==> config.mk <==
export PLATFORM = sky130hd
export DESIGN_NAME = lzc_eval_flat
export DESIGN_NICKNAME = d
export VERILOG_FILES = /design/src/design/lzc_pkg.sv /design/src/design/lzc_if.sv /design/src/design/lzc_eval.sv /design/src/flat_wrapper.sv
export SDC_FILE = /design/constraint.sdc
export NUM_CORES = 2
export LEC_CHECK = 0
export BUFFER_PORTS_ARGS = -buffer_cell sky130_fd_sc_hd__buf_2
export CORE_MARGIN = 1
export CORE_UTILIZATION = 30
export DETAILED_ROUTE_END_ITERATION = 12
export MAX_ROUTING_LAYER = met4
export PLACE_DENSITY = 0.55
export SYNTH_ARGS = -nofsm -noshare
export SYNTH_HDL_FRONTEND = slang
export SYNTH_SLANG_ARGS = --single-unit
export TNS_END_PERCENT = 5
==> constraint.sdc <==
create_clock -name clk -period 4.2 [get_ports clk]
set_input_delay 0 -clock clk [delete_from_list [all_inputs] [get_ports clk]]
set_output_delay 0 -clock clk [all_outputs]
set_load 0.005 [all_outputs]
==> src/design/lzc_pkg.sv <==
// shared types and constants of the laplacian zero-crossing detector
package lzc_pkg;

    // register file layout
    localparam int unsigned LINE_WIDTH_W  = 11;
    localparam int unsigned THRESHOLD_W   = 31;
    localparam int unsigned APB_DATA_W    = 32;
    localparam int unsigned APB_ADDR_W    = 3;

    localparam logic [LINE_WIDTH_W-1:0] LINE_WIDTH_RST = LINE_WIDTH_W'(640);
    localparam logic [THRESHOLD_W-1:0]  THRESHOLD_RST  = '0;

    // register indexes, taken from paddr[2]
    localparam logic REG_LINE_WIDTH = 1'b0;
    localparam logic REG_THRESHOLD  = 1'b1;

    // row store depth
    localparam int unsigned MAX_WIDTH_DEF = 1024;

    // payload widths
    localparam int unsigned LAP_W = 16;
    localparam int unsigned PIX_W = 8;
    localparam int unsigned PROD_W = 2 * LAP_W;

    // output pixel codes
    localparam logic [PIX_W-1:0] PIX_EDGE = 8'd0;
    localparam logic [PIX_W-1:0] PIX_FLAT = 8'd255;

    // configuration as seen by the datapath
    typedef struct packed {
        logic [LINE_WIDTH_W-1:0] line_width;
        logic [THRESHOLD_W-1:0]  product_threshold;
    } cfg_t;

    // beat handed from the row-store stage to the evaluation stage
    typedef struct packed {
        logic                    valid;
        logic                    past;
        logic signed [LAP_W-1:0] cur;
        logic signed [LAP_W-1:0] prev;
        logic signed [LAP_W-1:0] above;
    } s1_t;

endpackage

==> src/design/lzc_if.sv <==


interface lzc_out_if;
    logic                                  valid;
    logic                                  ready;
    logic [lzc_pkg::PIX_W-1:0]             pixel_out;

    modport source (output valid, output pixel_out, input ready);
    modport sink   (input valid, input pixel_out, output ready);
endinterface

==> src/design/lzc_eval.sv <==
// product stage, threshold compare and output register
module lzc_eval (
    input  logic           clk,
    input  logic           rst_n,
    input  lzc_pkg::cfg_t  cfg,
    input  lzc_pkg::s1_t   s1,
    output logic           s1_ready,
    lzc_out_if.source      pix_out
);
    import lzc_pkg::*;

    logic                     s2_valid_reg, s2_valid_next;
    logic                     s2_past_reg;
    logic signed [PROD_W-1:0] horiz_reg;
    logic signed [PROD_W-1:0] vert_reg;

    logic                     out_valid_reg, out_valid_next;
    logic [PIX_W-1:0]         out_pixel_reg;

    logic                     s2_ready;
    logic                     out_free;
    logic                     s1_take;
    logic                     s2_take;
    logic signed [PROD_W:0]   limit;
    logic                     crossing;

    // ready chain from the output register back
    assign out_free = !out_valid_reg || pix_out.ready;
    assign s2_ready = !s2_valid_reg || out_free;
    assign s1_ready = s2_ready;
    assign s1_take  = s1.valid && s2_ready;
    assign s2_take  = s2_valid_reg && out_free;

    // minus threshold, one bit wider than a product
    assign limit = -$signed({2'b00, cfg.product_threshold});

    // zero crossing when either product falls below the limit
    assign crossing = ($signed({horiz_reg[PROD_W-1], horiz_reg}) < limit)
                   || ($signed({vert_reg[PROD_W-1], vert_reg}) < limit);

    // valid tracking
    always_comb
    begin
        s2_valid_next  = s2_valid_reg;
        out_valid_next = out_valid_reg;
        if (out_valid_reg && pix_out.ready)
            out_valid_next = 1'b0;
        if (s2_take)
        begin
            out_valid_next = 1'b1;
            s2_valid_next  = 1'b0;
        end
        if (s1_take)
            s2_valid_next = 1'b1;
    end

    always_ff @(posedge clk or negedge rst_n)
    begin
        if (!rst_n)
        begin
            s2_valid_reg  <= 1'b0;
            out_valid_reg <= 1'b0;
        end
        else
        begin
            s2_valid_reg  <= s2_valid_next;
            out_valid_reg <= out_valid_next;
        end
    end

    // horizontal and vertical products
    always_ff @(posedge clk)
    begin
        if (s1_take)
        begin
            horiz_reg   <= s1.cur * s1.prev;
            vert_reg    <= s1.cur * s1.above;
            s2_past_reg <= s1.past;
        end
    end

    // output pixel
    always_ff @(posedge clk)
    begin
        if (s2_take)
            out_pixel_reg <= (s2_past_reg && crossing) ? PIX_EDGE : PIX_FLAT;
    end

    assign pix_out.valid     = out_valid_reg;
    assign pix_out.pixel_out = out_pixel_reg;

    // only the two binary levels ever leave
    a_binary_pixel: assert property (@(posedge clk) disable iff (!rst_n)
        out_valid_reg |-> (out_pixel_reg == PIX_EDGE) || (out_pixel_reg == PIX_FLAT))
        else $error("output pixel not binary");

    // first-row beats come out flat
    a_first_row_flat: assert property (@(posedge clk) disable iff (!rst_n)
        s2_take && !s2_past_reg |=> out_valid_reg && (out_pixel_reg == PIX_FLAT))
        else $error("first-row pixel marked as edge");

    // a held product stage keeps its products
    a_s2_hold: assert property (@(posedge clk) disable iff (!rst_n)
        s2_valid_reg && !out_free |=>
            s2_valid_reg && $stable(horiz_reg) && $stable(vert_reg))
        else $error("stalled product stage lost its data");

endmodule

==> src/flat_wrapper.sv <==
// flat-port wrapper written by rule: the top's interface ports become plain ports
module lzc_eval_flat import lzc_pkg::*;
  (clk, rst_n, cfg, s1, s1_ready, pix_out_valid, pix_out_pixel_out, pix_out_ready);
  lzc_out_if pix_out_i ();
  input  logic clk;
  input  logic rst_n;
  input  lzc_pkg::cfg_t cfg;
  input  lzc_pkg::s1_t s1;
  output logic s1_ready;
  output wire logic [$bits(pix_out_i.valid)-1:0] pix_out_valid;
  output wire logic [$bits(pix_out_i.pixel_out)-1:0] pix_out_pixel_out;
  input wire logic [$bits(pix_out_i.ready)-1:0] pix_out_ready;
  assign pix_out_valid = pix_out_i.valid;
  assign pix_out_pixel_out = pix_out_i.pixel_out;
  assign pix_out_i.ready = pix_out_ready;
  lzc_eval u_core (.clk(clk), .rst_n(rst_n), .cfg(cfg), .s1(s1), .s1_ready(s1_ready), .pix_out(pix_out_i));
endmodule
# Word level (Yosys, flattened, before mapping)
# Index checks and enable logic that the tools add are counted.
# W data, S select, Z words.
# classes
addsub	1
reduce_logical	11
shifts	0
bitwise_logic	0
n_mux	5
order_cmp	2
eq_ne	0
div_mod_pow	0
multipliers	2
# op_table
operator	n
$lt A32 B33 Y1	2
$mul A16 B16 Y32	2
$neg A31 Y33	1
$mux W8	1
$logic_and A1 B1 Y1	4
$mux W1	4
$reduce_bool A2 Y1	2
$logic_or A1 B1 Y1	3
$logic_not A1 Y1	2
# totals
mem_bits_ro	0
word_cells	27
ramBits	0
out_inout_bits	10
memories	0
input_bits	95
latchBits	0
regBits	75

# Depth between registers and ports, before layout
# depth
ltp_word	5
ltp_mapped	23
depth_no_buf	22

# Worst setup path before layout
# Ideal clock, no wire load.
# synth_path
kind	input-to-reg
start	in s1[23] (netlist name)
end	reg u_core.horiz_reg[28], data pin
path_stages	22
arrival_time_ps	5500
setup_slack_ps	-1560
setup_ps	260
path_cell_list	clkbuf_1 -> nand2_1 -> fa_1 -> inv_1 -> fa_1 -> inv_1 -> fa_1 -> inv_1 -> fa_1 -> fa_1 -> inv_1 -> fa_1 -> inv_1 -> ha_1 -> a211o_1 -> nor3_4 -> o21ai_2 -> a221oi_2 -> o31ai_1 -> or4_1 -> a31oi_1 -> xnor2_1
# synth_between
elab_chain_cells	1
# synth_lines
item	line	rtl
start, declared	flat_wrapper.sv:8	input lzc_pkg::s1_t s1;
$mul A16 B16 Y32	lzc_eval.sv:76	horiz_reg <= s1.cur * s1.prev;
end signal, assigned	lzc_eval.sv:76	
end, declared	lzc_eval.sv:14	logic signed [PROD_W-1:0] horiz_reg;
# Every way passes these cells.
# A chain may end at the register's enable or synchronous reset.

# Final worst setup path
# layout_path
start	in s1[47] (netlist name)
end	reg u_core.horiz_reg[28], data pin
# Same word-level chain as after synthesis.

==> flow_summary.yaml <==
status:
  status: "finished with violations"
  violations: "setup timing"
cts:
  cts_tree: "yes"
  clk_latency_ns: 0.38
  htree_levels: 3
  clock_path_buffers: 2
  cts_made_buffers: 9
  clkSinkCount: 68
  root_buffer: "clkbuf_16"
  cts.clk_slew.worst_paths_ns: 0.06
drt:
  routed_via_density: 4.42
  drc: 0
  first_pass_iters: 5
  wl_per_cell_um: 15.3
  drt_wl_total_mm: 60.5
  antenna_left: 0
  vias: 17400
  first_iter_violations: 778
die:
  row_count: 102
  io_pins: 105
  die_area_sq_mm: 0.0804
  dieWidth_um: 284
  design.core.area_sq_mm: 0.0780
  initial_utilization: 0.305
  die_y_um: 284
global_routing:
  met3_usage: 0.0133
  grt_pass1_vias: 19400
  grt_max_degree: 29
  grt_util_met2: 0.276
  antenna_found_initial: 1
  grt_pass1_wl_mm: 102
  use_met1: 0.220
  grt_use_total: 0.166
  grt_overflow: 0
  grt.busiest_layer: "met2"
flow_run:
  max_cap_violations: 0
placement:
  post-place-ws_ns: -1.90
  dp_hpwl_mm: 52.4
  place_congestion: 0.850
  portBuffers: 93
critical_path:
  critPathLaunchType: "input port"
  end_kind: "flip-flop"
  worstPathMaxFanout: 7
  critPathKind: "input port to flip-flop"
  arrival_ns: 5.57
  critical_path_required_ns: 4.33
timing:
  finalClockSkew_ns: 0.00715
  rsz0062_at_grt: "yes"
  fmaxAchievable_ghz: 0.184
  setup_ws_ns: -1.24
  period_minus_slack_ns: 5.44
  timing.setup.tns_ns: -30.27
  tightest_slew_ns: 0.812
  slew_headroom: 0.458
  drv_slew: 0
  hold_viol_final: 0
  fin_crit_sh: 1.30
  setup_viol: 41
yosys:
  yosysWarnings: 0
  netlist_area_sq_mm: 0.0238
  yosys-top-cells-area: "fa_1, ha_1, inv_1"
  syn_inst: 2519
  synth_nets: 3367
  ys.flop_type: "edfxtp_1"
  ys_seq_area_frac: 0.0854
  synthDistinctLibCells: 64
  syn_avg_cell_area_sq_um: 9.45
  synthArstFlopShare: 0.0294
  synth_top_area_share: 0.441
  synth-edff-count: 66
  synth_common_cells: "inv_1, fa_1, nand2_1"
  ys_seq_elements: 68
  synth_top_area_cell: "fa_1"
  yosysMostFrequentCell: "inv_1"
min_path:
  hold_class: "input port to flip-flop"
final_layout:
  area_growth_pct: 23.6
  final_nets: 3745
  post_route_cells_drive_above_1_share: 0.209
-- per-stage QoR --
stage / hold WS (ns) / utilization / cell area, sq um / std cells
after CTS: 0.144 / 0.372 / 29000 / 3934
after detailed placement: -0.212 / 0.361 / 28100 / 3905
final: 0.160 / 0.377 / 29400 / 3943
after floorplan: -0.296 / - / 24000 / 2519
after global routing: 0.198 / 0.377 / 29400 / 3942
after global placement: -0.214 / 0.361 / 28100 / 3905
-- layer usage --
layer | up-vias | wire length (um)
li1 | 8310 | -
met1 | 8790 | 28100
met2 | 296 | 29300
met3 | 48 | 2000
met4 | 0 | 1100
met5 | - | 0
-- worst max-delay path, cell delays in order --
cell and delay (ns):
buf_4 0.17, buf_12 0.14, nand2_1 0.07, inv_1 0.07, buf_4 0.14, fa_2 0.61
buf_4 0.14, inv_1 0.05, fa_1 0.56, fa_1 0.44, fa_1 0.53, fa_1 0.43
fa_1 0.49, inv_1 0.06, ha_4 0.21, o21ai_0 0.14, nand2b_1 0.09, a31o_2 0.26
a21oi_2 0.16, o31ai_2 0.13, or4_4 0.45, a31oi_2 0.16, xnor2_1 0.08
-- timing repair --
item | CTS | global route
gates cloned | 1 | 2
resized for setup | 106 | 89
hold buffers | 6 | 0
pin swaps | 55 | 50
setup buffers | 6 | 6
hold endpoints to repair | 5 | 0
endpoints found under the setup margin | 44 | 45
-- worst paths after layout --
check                                                start                                     to  slack [ns]  cells after the start
max                                                 s1[47]         u_core.horiz_reg[28]$_DFFE_PP_       -1.24                     23
min                                                 s1[33]          u_core.horiz_reg[1]$_DFFE_PP_        0.16                      3
max reg2reg                 u_core.horiz_reg[10]$_DFFE_PP_  u_core.pix_out.pixel_out[6]$_DFFE_PP_        1.59                      9
min reg2reg                u_core.s2_valid_reg$_DFFE_PN0P_       u_core.pix_out.valid$_DFFE_PN0P_        0.49                      1
max in group asynchronous                            rst_n       u_core.pix_out.valid$_DFFE_PN0P_        3.60                      3
min in group asynchronous                            rst_n        u_core.s2_valid_reg$_DFFE_PN0P_        0.48                      3
-- cells by family after synthesis --
group                    after synthesis  share of synthesized area
AND/OR/NAND/NOR                      690                      0.147
buffers and inverters                710                      0.113
XOR/XNOR                              98                     0.0361
AO/OA/AOI/OAI                        199                     0.0566
flip-flops                            68                     0.0854
multiplexers                           1                   0.000421
adder cells (fa/ha/maj)              753                      0.561
-- cell usage in the layout, fill, tap and decap left out, types with 31 or more instances in the layout --
cell and instances:
inv_1 608, fa_1 505, buf_4 340, nand2_1 262, and2_1 230, ha_1 210
edfxtp_1 66, nor2_1 62, buf_2 60, xnor2_1 58, a21o_1 36, xor2_1 34
a21oi_1 31
-- final cells by class --
| cell class | instances | area, sq um |
|---|---|---|
| Antenna cell | 1 | 2.50 |
| Clock buffer | 9 | 225 |
| Clock inverter | 7 | 66.3 |
| Fill cell | 7908 | 48600 |
| Inverter | 623 | 2340 |
| Multi-Input combinational cell | 1741 | 19700 |
| Sequential cell | 68 | 2030 |
| Tap cell | 1040 | 1300 |
| Timing Repair Buffer | 454 | 3720 |
Power is left out: the tool's default activity adds up to more than one toggle a clock period on the data nets, which glitch-free logic cannot reach.
