## config.mk

```make
export PLATFORM = sky130hd
export DESIGN_NAME = lzc_cfg
export DESIGN_NICKNAME = d
export VERILOG_FILES = /design/src/design/lzc_pkg.sv /design/src/design/lzc_cfg.sv
export SDC_FILE = /design/constraint.sdc
export NUM_CORES = 1
export LEC_CHECK = 0
export BUFFER_PORTS_ARGS = -buffer_cell sky130_fd_sc_hd__buf_2
export CORE_UTILIZATION = 39
export DETAILED_ROUTE_END_ITERATION = 8
export PLACE_DENSITY = 0.75
export RECOVER_POWER = 25
export SETUP_SLACK_MARGIN = 0.1
export SKIP_LAST_GASP = 1
export SYNTH_ARGS = -nofsm -noshare
export SYNTH_HDL_FRONTEND = slang
export SYNTH_SLANG_ARGS = --single-unit
```

## constraint.sdc

```tcl
create_clock -name clk -period 0.8 [get_ports clk]
set_input_delay 0.08 -clock clk [delete_from_list [all_inputs] [get_ports clk]]
set_output_delay 0.08 -clock clk [all_outputs]
set_load 0.01 [all_outputs]
```

## src/design/lzc_pkg.sv

```systemverilog
// shared types and constants of the laplacian zero-crossing detector
package lzc_pkg;

    // register file layout
    localparam int unsigned LINE_WIDTH_W  = 11;
    localparam int unsigned THRESHOLD_W   = 31;
    localparam int unsigned APB_DATA_W    = 32;
    localparam int unsigned APB_ADDR_W    = 3;

    localparam logic [LINE_WIDTH_W-1:0] LINE_WIDTH_RST = LINE_WIDTH_W'(640);
    localparam logic [THRESHOLD_W-1:0]  THRESHOLD_RST  = '0;

    // register indexes, taken from paddr[2]
    localparam logic REG_LINE_WIDTH = 1'b0;
    localparam logic REG_THRESHOLD  = 1'b1;

    // row store depth
    localparam int unsigned MAX_WIDTH_DEF = 1024;

    // payload widths
    localparam int unsigned LAP_W = 16;
    localparam int unsigned PIX_W = 8;
    localparam int unsigned PROD_W = 2 * LAP_W;

    // output pixel codes
    localparam logic [PIX_W-1:0] PIX_EDGE = 8'd0;
    localparam logic [PIX_W-1:0] PIX_FLAT = 8'd255;

    // configuration as seen by the datapath
    typedef struct packed {
        logic [LINE_WIDTH_W-1:0] line_width;
        logic [THRESHOLD_W-1:0]  product_threshold;
    } cfg_t;

    // beat handed from the row-store stage to the evaluation stage
    typedef struct packed {
        logic                    valid;
        logic                    past;
        logic signed [LAP_W-1:0] cur;
        logic signed [LAP_W-1:0] prev;
        logic signed [LAP_W-1:0] above;
    } s1_t;

endpackage

```

## src/design/lzc_cfg.sv

```systemverilog
// apb register file holding line width and product threshold
module lzc_cfg (
    input  logic                              clk,
    input  logic                              rst_n,
    input  logic                              psel,
    input  logic                              penable,
    input  logic                              pwrite,
    input  logic [lzc_pkg::APB_ADDR_W-1:0]    paddr,
    input  logic [lzc_pkg::APB_DATA_W-1:0]    pwdata,
    output logic [lzc_pkg::APB_DATA_W-1:0]    prdata,
    output logic                              pready,
    output lzc_pkg::cfg_t                     cfg
);
    import lzc_pkg::*;

    logic [LINE_WIDTH_W-1:0] line_width_reg;
    logic [THRESHOLD_W-1:0]  threshold_reg;
    logic                    reg_sel;
    logic                    wr_en;

    // zero wait states
    assign pready  = 1'b1;
    assign reg_sel = paddr[2];
    assign wr_en   = psel && penable && pwrite && pready;

    // register writes
    always_ff @(posedge clk or negedge rst_n)
    begin
        if (!rst_n)
        begin
            line_width_reg <= LINE_WIDTH_RST;
            threshold_reg  <= THRESHOLD_RST;
        end
        else if (wr_en)
        begin
            case (reg_sel)
                REG_LINE_WIDTH: line_width_reg <= pwdata[LINE_WIDTH_W-1:0];
                REG_THRESHOLD:  threshold_reg  <= pwdata[THRESHOLD_W-1:0];
                default:        ;
            endcase
        end
    end

    // read mux
    always_comb
    begin
        case (reg_sel)
            REG_LINE_WIDTH: prdata = APB_DATA_W'(line_width_reg);
            REG_THRESHOLD:  prdata = APB_DATA_W'(threshold_reg);
            default:        prdata = '0;
        endcase
    end

    assign cfg.line_width        = line_width_reg;
    assign cfg.product_threshold = threshold_reg;

endmodule

```

Yosys cells after proc, flatten, opt, wreduce, memory -nomap -nowiden

Index checks and enable logic that the tools add are counted.

Add/subtract/negate cells: 0
Multipliers: 0
Div/mod/pow operators: 0
Magnitude comparators: 0
Eq/ne operators: 0
Shifts and indexed selects: 0
Muxes and demuxes: 1
Bitwise gates (word level): 1
Reductions and logical operators: 4

Operators with widths:

| operator          | count |
|---|---|
| $pmux 32 s2       | 1 |
| $reduce_and 2->1  | 2 |
| $logic_and 1x1->1 | 2 |
| $not 1->1         | 1 |

Register bits after elaboration: 42
Latch bits: 0
RAM bits: 0
ROM bits: 0
Bits of input ports: 40
Logic and storage cells: 8
Memories: 0

Logic depth before layout (Yosys ltp)

Gate-level depths: netlist of run 1.

Word-level depth: 3
Depth in mapped cells: 3
Depth with buffers taken out: 2

Least setup slack after synthesis of run 1

No wires, ideal clock.

Kind: input to register
Start: input port paddr[2] (netlist bit)
End: register line_width_reg[0]
Setup time: 0.125 ns
Data arrival time: 0.739 ns
Data required time: 0.675 ns
Slack: -0.064 ns
Stages on the path: 3
Cell sequence: nand4b_1 > buf_2 > mux2_2

Word-level cells in the longest chain between the ends: 2

Ends and longest elaborated chain:

| element                    | line          | source |
|---|---|---|
| from (decl)                | lzc_cfg.sv:8  | `input logic [lzc_pkg::APB_ADDR_W-1:0] paddr,` |
| $not 1->1                  | -             |  |
| $reduce_and 2->1 (no line) | -             |  |
| to (signal assigned)       | lzc_cfg.sv:37 | `REG_LINE_WIDTH: line_width_reg <= pwdata[LINE_WIDTH_W-1:0];` |
| to (decl)                  | lzc_cfg.sv:16 | `logic [LINE_WIDTH_W-1:0] line_width_reg;` |

Every way passes these cells.
A chain may end at the register's enable or synchronous reset.

Worst setup path in the final report of run 1

Start: register line_width_reg[8]
End: output port prdata[8] (netlist bit)

Word-level cells in the longest chain between the ends: 1

Ends and longest elaborated chain:

| element     | line          | source |
|---|---|---|
| $pmux 32 s2 | lzc_cfg.sv:47 | `case (reg_sel)` |
| to (decl)   | lzc_cfg.sv:10 | `output logic [lzc_pkg::APB_DATA_W-1:0] prdata,` |

Every way passes these cells. The select of a mux whose other input is x is not followed.

==> results.md, run 1 <==
* Final net count at 316
* Async set-or-reset flop fraction in the synthesized netlist at 100%
* Antenna violations before repair at 0
* Post-Synth Simple-Gate Area at 7.38%
* Number of H-tree levels at 2
* Max Clk Rate at 842 MHz
* Sw frac at 28.1%
* Synth top area cells: dfrtp_1 50%, mux2_4 23%, mux2_2 13%
* Unique masters post-synth at 12
* Global-route wire length before repair at 7.44 mm
* Critical path required time at 720 ps
* Grt ovf at 0
* Routability Congestion at 0.681
* Layout cells sized above 1 at 76.9%
* M3 GR Usage at 5.35%
* Total of max-cap violations at 0
* Fin worst setup slack at -387 ps
* Die area at 5370 sq um
* FP Rows at 25
* DR WL/cell at 14.8 um
* Vias in the first global route at 1541
* Combinational share of power at 45.5%
* Drt pass-1 iters at 4
* Synth Instances at 128
* CTS buffer count at 5
* Clk root buf: clkbuf_8
* CTS Buffer Depth at 2
* Detail Route Antenna Nets at 0
* Clock sink count at 42
* Number of inserted diodes at 0
* Drt drc at 0
* Worst EP arrival at 1110 ps
* Fin cells at 344
* Crit. End Element: output port
* Reg2reg end: line_width_reg[4]
* Xor and xnor area share after synthesis at 0%
* Busiest grt layer: met2
* Cell Area, Synth at 1980 sq um
* Clk pin slew, worst setup/hold paths at 70 ps
* Failing checks: setup timing
* DRT iter0 DRCs at 34
* Via/cell ratio at 4.48
* Met2 Use GR at 32.7%
* Pwr dens at 2440 nW/um^2
* Grt met1 use at 21.7%
* Crit Path Max Fanout at 2
* Synth Net Count at 168
* Final hold vios at 0
* # placed instances at 303
* RSZ-0062 raised after global routing: true
* Hold crit path type: primary input to register
* Register bit count reported by yosys at 42
* Core Area at 4820 sq um
* Sequential share of power at 35.9%
* Layout Utilization at 70.6%
* Pin count of the biggest net entering global routing at 26
* Kind of critical path: register to output port
* Via Count at 1542
* Critical Path Start: line_width_reg[8]
* Detail Placement HPWL at 2.93 mm
* Largest stage delay, worst path at 410 ps
* TNS Setup at -18380 ps
* Port Buf Inserts at 109
* Syn_area_per_cell at 15.5 sq um
* Post-synth EDFFs at 0
* Dominant cell type by area after synthesis: dfrtp_1
* VDD IR max at 1.05 mV
* CP Cell Sequence: mux2_4 > buf_6
* Worst r2r src: line_width_reg[4]
* Worst-Skew Late Latency at 290 ps
* Initial core utilization at 41.2%
* Vert. Die Dim at 73.3 um
* Final WL at 5.10 mm
* Cell internal pwr at 0.00597 W
* Syn-to-layout area delta at 71.6%
* Top FF cell, synth: dfrtp_1
* Dominant cell by count in the synthesized netlist: dfrtp_1
* Share of the synthesized area in the top cell type at 50.5%
* Switching power at 0.00234 W
* Clock network fraction of design power at 18.6%
* Fraction of the mapped netlist area in compound gates at 0%
* Post-synthesis mux area share at 35.8%
* Skew final at 0 ps
* Adder-cell share of the synthesized area at 0%
* Io pins at 115
* Setup crit end: prdata[8]
* Yosys warns at 0
* Register area share after synthesis at 53.1%
* Reg2reg setup slack at -210 ps
* Status: complete, but fails checks
* Worst R2R Path Depth at 3
* Crit path launch type: register
* Post-DP Area at 2710 sq um
* Largest register FFs at 31
* Die Wd at 73.3 um
* Slew Limit Fails at 0
* Slowest cell on crit path: dfrtp_1
* Fin crit share at 148%
* Leakage at 1.87 nW
* GRT Overall Usage at 18.5%
* Largest family of logic cells by synthesized area: multiplexers
* Design area at 3400 sq um
* Tmin final at 1190 ps
* Setup Viol. Count Final at 102
* Synth top cells by count: 40 x dfrtp_1, 30 x mux2_4, 23 x mux2_2
* Place WS at -248 ps
* CTS tree: done
## layout make-up
type / instances / area (sq um)
clock buffers: 8 / 110
repair buffers: 150 / 1200
flip-flops and latches: 42 / 1050
multi-input cells: 77 / 953
well taps: 67 / 83.8
fillers: 330 / 1410
## critical path, delay by kind of cell (launching register included)
kind	cells	cell delay [ps]
DFF	1	410
buffers and inverters	1	130
muxes	1	290
## placed cells by master (no fill, tap or decap), drive strengths merged
cell type / n
conb: 2
nand4: 1
dlygate4sd3: 1
buf: 147
mux2: 53
and2: 20
dfrtp: 40
clkbuf: 10
nand4b: 1
dfstp: 2
## cell families (layout without fill, tap and decap cells)
| group | Yosys count | count (layout) |
|---|---|---|
| other | 2 | 2 |
| and+or+nand+nor | 22 | 22 |
| DFF | 42 | 42 |
| buffers and inverters | 9 | 158 |
| muxes | 53 | 53 |
## worst min-delay path by stage
| stage | startpoint | end | cells past startpoint |
|---|---|---|---|
| 2_1_floorplan | rst_n | line_width_reg[0] | 0 |
| 3_3_place_gp | rst_n | line_width_reg[4] | 2 |
| 3_5_place_dp | rst_n | line_width_reg[0] | 2 |
| 4_1_cts | pwdata[24] | threshold_reg[24] | 2 |
| 5_1_grt | pwdata[15] | threshold_reg[15] | 2 |
| 6_report | pwdata[16] | threshold_reg[16] | 2 |
## per-layer routing
metal	vias up	part of all wire, %
met5	-	0
met4	0	1.2
met3	8	6.7
met2	83	51
met1	722	41
li1	729	-
## power by group through the flow
stage	combinational (W)	sequential [W]	clock (W)
2_1_floorplan	0.00115	0.00318	0
3_3_place_gp	0.00231	0.00299	0
3_5_place_dp	0.00235	0.00299	0
4_1_cts	0.00342	0.00296	0.00160
5_1_grt	0.00402	0.00303	0.00170
6_report	0.00378	0.00298	0.00155
## per-stage QoR
stage / total power (W) / hold slack, ps
2_1_floorplan: 0.00433 / -216
3_3_place_gp: 0.00530 / 55.5
3_5_place_dp: 0.00535 / 48.2
4_1_cts: 0.00798 / 8.20
5_1_grt: 0.00875 / 1.84
6_report: 0.00831 / 18.0
## timing repair
action                                 4_1_cts  5_1_grt
endpoints found under the hold margin       42        0
hold buffers                                 1        0
cloned                                       0        0
setup endpoints to repair                  115      115
buffers inserted                            22       19
resized for setup                           56       23
pin swaps                                   20        0
(Power assumes the default switching activity.)
==> run 2, diff against run 1 <==
--- a/config.mk
+++ b/config.mk
@@ -6,11 +6,10 @@
 export NUM_CORES = 1
 export LEC_CHECK = 0
 export BUFFER_PORTS_ARGS = -buffer_cell sky130_fd_sc_hd__buf_2
-export CORE_UTILIZATION = 39
+export CORE_UTILIZATION = 43
 export DETAILED_ROUTE_END_ITERATION = 8
-export PLACE_DENSITY = 0.75
+export PLACE_DENSITY = 0.79
 export RECOVER_POWER = 25
-export SETUP_SLACK_MARGIN = 0.1
 export SKIP_LAST_GASP = 1
 export SYNTH_ARGS = -nofsm -noshare
 export SYNTH_HDL_FRONTEND = slang
==> constraint.sdc (replaced) <==
create_clock -name clk -period 1.1 [get_ports clk]
set_input_delay 0.11 -clock clk [delete_from_list [all_inputs] [get_ports clk]]
set_output_delay 0.11 -clock clk [all_outputs]
set_load 0.01 [all_outputs]
==> run 2 against run 1 <==
The run still ends with setup timing left. Final cell count fell by 4.4%. Worst hold slack improved by 22 ps. Critical path type unchanged. Die area is 9.1% lower. Critical path depth is the same. Total power down 35%. Largest power group unchanged. Sequential power down 29%. First-iteration DRC count increased by 79%. Wire length decreased by 2.7%. Clock power shrank 36%. Flip-flop and latch count unchanged. Worst setup slack improved by 280 ps.
==> results.md, run 2 (synthesis results as in run 1) <==
* Layout cells sized above 1 at 76.9% (unchanged)
* RSZ-0062 raised after global routing: true
* Clk root buf: clkbuf_8
* Place WS at 4.56 ps (+253 ps)
* Clock sink count at 42 (unchanged)
* DRT iter0 DRCs at 61 (+79%)
* Drt drc at 0 (unchanged)
* Via Count at 1574 (+2.1%)
* Pwr dens at 1760 nW/um^2 (-28%)
* Via/cell ratio at 4.78 (+6.7%)
* CTS buffer count at 5 (unchanged)
* Post-DP Area at 2630 sq um (-2.9%)
* VDD IR max at 0.995 mV (-5.7%)
* Vias in the first global route at 1572 (+2.0%)
* Design area at 3080 sq um (-9.4%)
* Rel. slew slack at 62.4%
* Initial core utilization at 45.2% (+4.1 points)
* Total of max-cap violations at 0 (unchanged)
* Routability Congestion at 0.771 (+13%)
* Worst-Margin Slew at 564 ps
* Clk pin slew, worst setup/hold paths at 90 ps (+20 ps)
* Slew Limit Fails at 0 (unchanged)
* Core Area at 4380 sq um (-9.0%)
* Die Wd at 69.9 um (-4.6%)
* Fin crit share at 110%
* Total power at 0.00542 W (-35%)
* Skew final at 0 ps (unchanged)
* Status: complete, but fails checks
* FILL cells at 306 (-7.3%)
* Setup Viol. Count Final at 12 (-88%)
* Port Buf Inserts at 109 (unchanged)
* Failing checks: setup timing
* Critical Path Start: line_width_reg[8]
* Largest register FFs at 31 (unchanged)
* Hold crit path type: primary input to register
* Vert. Die Dim at 69.9 um (-4.6%)
* Crit Path Max Fanout at 3 (+1)
* DR WL/cell at 15.1 um (+1.7%)
* Antenna violations before repair at 0 (unchanged)
* Die area at 4890 sq um (-9.1%)
* CTS tree: done
* Pin count of the biggest net entering global routing at 43 (+65%)
* Most frequent cells in the layout: 94 x buf_2, 40 x dfrtp_1, 38 x mux2_4
* Final hold vios at 0 (unchanged)
* Critical path required time at 990 ps (+270 ps)
* Leakage at 1.73 nW (-7.6%)
* GRT Overall Usage at 20.3% (+1.8 points)
* Max Clk Rate at 825 MHz
* Tmin final at 1210 ps
* Drt pass-1 iters at 4 (unchanged)
* Grt ovf at 0 (unchanged)
* Final WL at 4.96 mm (-2.7%)
* Crit. End Element: output port
* Worst EP arrival at 1100 ps (about the same)
* Number of H-tree levels at 2 (unchanged)
* FP Rows at 24 (-4.0%)
* Worst r2r src: line_width_reg[10]
* Global-route wire length before repair at 7.80 mm (+4.9%)
* Number of inserted diodes at 0 (unchanged)
* Fin worst setup slack at -112 ps (+276 ps)
* Syn-to-layout area delta at 55.5%
* Detail Route Antenna Nets at 0 (unchanged)
* CTS Buffer Depth at 2 (unchanged)
* Worst-Skew Late Latency at 290 ps (about the same)
* Crit path launch type: register
* Hold Startpoint: pwdata[11]
* Detail Placement HPWL at 3.22 mm (+9.9%)
* Commonest non-fill, non-tap cell in the layout: buf_2
* Io pins at 115 (unchanged)
* Kind of critical path: register to output port
* Final net count at 316 (unchanged)
## run 2: changes by cell type in the layout (fill, tap and decap cells not counted), sizes merged
| cell | change |
|---|---|
| clkinvlp | +1 |
| clkbuf | -4 |
| buf | +1 |
| clkinv | +2 |
## run 2: metrics by stage
stage	instances	hold slack, ps	utilization [%]	TNS (ps)
after global routing	329	32.8	70.3	-1700
after detailed placement	289	108	60.0	0
after CTS	316	30.4	67.4	-1040
after floorplan	128	-186	-	0
final	329	40.1	70.3	-1060
after global placement	289	96.2	60.0	0
## run 2: cell type report
class / count / area (sq um) / share of cell area (%)
sequential: 42 / 1050 / 34.2
multi-input combinational: 77 / 893 / 29.0
timing repair buffer: 150 / 982 / 31.8
tap: 52 / 65.1 / 2.11
clock buffer: 5 / 68.8 / 2.23
clock inverter: 3 / 21.3 / 0.690
## run 2: power breakdown
part | total [W] | internal (W) | switching, W
clock network | 0.000987 | 0.000446 | 0.000541
registers | 0.00213 | 0.00190 | 0.000232
logic | 0.00230 | 0.00143 | 0.000865
## run 2: path summary, 6_finish.rpt
kind,depth (start not counted),slack (ps),to
min reg2reg,1,530,threshold_reg[24]
max,2,-110,prdata[8]
min in group asynchronous,3,470,threshold_reg[0]
max in group asynchronous,3,250,threshold_reg[27]
max reg2reg,2,190,line_width_reg[10]
min,2,40,threshold_reg[11]
## run 2: worst max-delay path, cell delays in order, from the launching register on
cell and delay [ps]:
dfrtp_1 420, mux2_2 280, buf_6 120
## run 2: timing repair
item / 4_1_cts / 5_1_grt
gates resized for setup: 16 / 9
endpoints found under the hold margin: 40 / 0
pin swaps: 3 / 13
buffers inserted: 18 / 13
hold buffers: 1 / 0
setup endpoints to repair: 15 / 36
## run 2: per-layer routing
| layer | share of wire, % | up-vias | global-route usage [%] |
|---|---|---|---|
| met2 | 54 | 57 | 35.6 |
| met1 | 39 | 780 | 25.0 |
| met3 | 4.6 | 9 | 4.76 |
| met4 | 1.7 | 0 | 5.56 |
| met5 | 0 | - | 0 |
| li1 | - | 728 | - |
==> run 3, diff against run 2 <==
--- a/config.mk
+++ b/config.mk
@@ -5,10 +5,9 @@
 export SDC_FILE = /design/constraint.sdc
 export NUM_CORES = 1
 export LEC_CHECK = 0
-export BUFFER_PORTS_ARGS = -buffer_cell sky130_fd_sc_hd__buf_2
-export CORE_UTILIZATION = 43
+export CORE_UTILIZATION = 45
 export DETAILED_ROUTE_END_ITERATION = 8
-export PLACE_DENSITY = 0.79
+export DONT_BUFFER_PORTS = 1
 export RECOVER_POWER = 25
 export SKIP_LAST_GASP = 1
 export SYNTH_ARGS = -nofsm -noshare
==> run 3 against run 2 <==
The run ends with hold timing, setup timing left. Clock power grew 0.4%. Count of clock-buffer cells in the layout grew 2. Maximum frequency grew 5.8%. Sequential share of layout area grew 8.7 points. Wire length shrank 18%. Critical path type unchanged. Critical endpoint is now prdata[4].
==> results.md, run 3 (synthesis results as in run 1) <==
* Setup crit end: prdata[4]
* Worst r2r src: line_width_reg[3]
* CP Cell Sequence: mux2_4
* Leakage at 1.19 nW (-31%)
* Slowest cell on crit path: dfrtp_1
* # placed instances at 172 (-40%)
* Clk pin slew, worst setup/hold paths at 80 ps (about the same)
* Buf+Inv Stages, Crit Path at 0 (-1)
* Crit Path Max Fanout at 3 (unchanged)
* GRT Overall Usage at 17.7% (-2.7 points)
* Max Clk Rate at 873 MHz (+5.8%)
* Setup bufs post-CTS at 0 (-18)
* Drt drc at 0 (unchanged)
* Layout cells sized above 1 at 45.3% (-32 points)
* Kind of critical path: register to output port
* Worst path depth at 1 (-1)
* FILL cells at 318 (+3.9%)
* Number of H-tree levels at 2 (unchanged)
* Critical path required time at 990 ps (about the same)
* Reg2reg setup slack at 260 ps (+70 ps)
* Total of max-cap violations at 0 (unchanged)
* Largest stage delay, worst path at 440 ps (+20 ps)
* Die area at 4680 sq um (-4.3%)
* Worst EP arrival at 1040 ps (-60 ps)
* Final hold vios at 42 (+42)
* Delay-heaviest family, CP: flip-flops
* VDD IR max at 0.931 mV (-6.4%)
* Largest register FFs at 31 (unchanged)
* Crit path launch type: register
* DRT iter0 DRCs at 54 (-11%)
* Critical Path Start: threshold_reg[4]
* CTS Buffer Depth at 2 (unchanged)
* FP Rows at 23 (-4.2%)
* Number of inserted diodes at 0 (unchanged)
* Final net count at 200 (-37%)
* Via/cell ratio at 5.50 (+15%)
* Initial core utilization at 48.2% (+3.0 points)
* Setup Viol. Count Final at 11 (-1)
* Pwr dens at 1760 nW/um^2 (+0.25%)
* DR WL/cell at 19.2 um (+27%)
* Fin crit share at 104% (-6.1 points)
* Tmin final at 1150 ps (-66.8 ps)
* Commonest non-fill, non-tap cell in the layout: mux2_4
* Pin count of the biggest net entering global routing at 43 (unchanged)
* Fin worst setup slack at -45.0 ps (+66.8 ps)
* Grt ovf at 0 (unchanged)
* Core Area at 4120 sq um (-6.1%)
* Clock sink count at 42 (unchanged)
* Port Buf Inserts at 0 (-100%)
* Slew Limit Fails at 0 (unchanged)
* Global-route wire length before repair at 5.87 mm (-25%)
* Most frequent cells in the layout: 41 x mux2_4, 33 x dfrtp_1, 31 x dlygate4sd3_1
* Failing checks: hold timing, setup timing
* Final WL at 4.05 mm (-18%)
* Vert. Die Dim at 68.4 um (-2.2%)
* Worst-Skew Late Latency at 280 ps (about the same)
* Reg2reg end: line_width_reg[3]
* Routability Congestion at 0.649 (-16%)
* Die Wd at 68.4 um (-2.2%)
* Drt pass-1 iters at 4 (unchanged)
* Worst R2R Path Depth at 1 (-1)
* RSZ-0062 raised after global routing: true
* CTS tree: done
* Antenna violations before repair at 0 (unchanged)
* Status: complete, but fails checks
* Syn-to-layout area delta at 25.0%
* Io pins at 115 (unchanged)
* Detail Route Antenna Nets at 0 (unchanged)
* Skew final at 0 ps (unchanged)
* Hold crit path type: primary input to asynchronous set/reset pin
* CTS buffer count at 5 (unchanged)
* Crit. End Element: output port
* Detail Placement HPWL at 2.57 mm (-20%)
* Vias in the first global route at 1217 (-23%)
* # hold bufs at CTS at 31 (+30)
* Hold Slack at -486 ps (-526 ps)
* Fin cells at 211 (-36%)
* Via Count at 1160 (-26%)
* Clk root buf: clkbuf_8
* Place WS at 167 ps (+162 ps)
-- run 3: cell count changes in the layout (fill, tap and decap cells not counted), sizes merged --
cell,change
clkinv,-1
clkbuf,+1
clkinvlp,-1
buf,-145
dlygate4sd3,+30
-- run 3: area by class of cell --
cell class / instances / area, sq um / share of cell area [%]
clock inverter: 1 / 5.00 / 0.202
sequential: 42 / 1060 / 42.9
tap: 50 / 62.6 / 2.52
timing repair buffer: 34 / 358 / 14.4
clock buffer: 7 / 86.3 / 3.48
multi-input combinational: 77 / 905 / 36.5
-- run 3: routing by layer --
layer	global-route usage, %	routed length [um]	up-vias
li1	-	-	498
met1	20.1	1600	591
met2	30.4	2140	66
met3	6.17	274	5
met4	6.25	34	0
met5	0	0	-
-- run 3: how the worst min path moves through the flow --
| stage | startpoint | endpoint | slack, ps | cells after the start |
|---|---|---|---|---|
| after floorplan | rst_n | line_width_reg[0] | -190 | 0 |
| final | rst_n | line_width_reg[3] | -490 | 0 |
| after CTS | rst_n | threshold_reg[27] | -500 | 0 |
| after global routing | rst_n | line_width_reg[3] | -510 | 0 |
| after global placement | rst_n | threshold_reg[22] | -180 | 0 |
| after detailed placement | rst_n | threshold_reg[22] | -180 | 0 |
-- run 3: power breakdown --
part	total (W)	leakage (nW)	internal (W)	switching (W)
Clock	0.000991	0.0482	0.000506	0.000485
Combinational	0.000974	0.650	0.000658	0.000316
Sequential	0.00240	0.493	0.00191	0.000489
Total	0.00436	1.19	0.00307	0.00129
-- run 3: through the flow --
step                TNS, ps  power (W)  utilization [%]  instance area, sq um
detailed placement        0    0.00323             49.3                  2030
floorplan                 0    0.00307                -                  1980
finish                 -381    0.00436             60.2                  2480
global route           -816    0.00461             60.2                  2480
global placement          0    0.00319             49.3                  2030
CTS                    -542    0.00441             60.0                  2470
-- run 3: repair_timing --
| action | in CTS | in global routing |
|---|---|---|
| setup endpoints to repair | 11 | 12 |
| endpoints found under the hold margin | 84 | 42 |
| resized for setup | 12 | 6 |
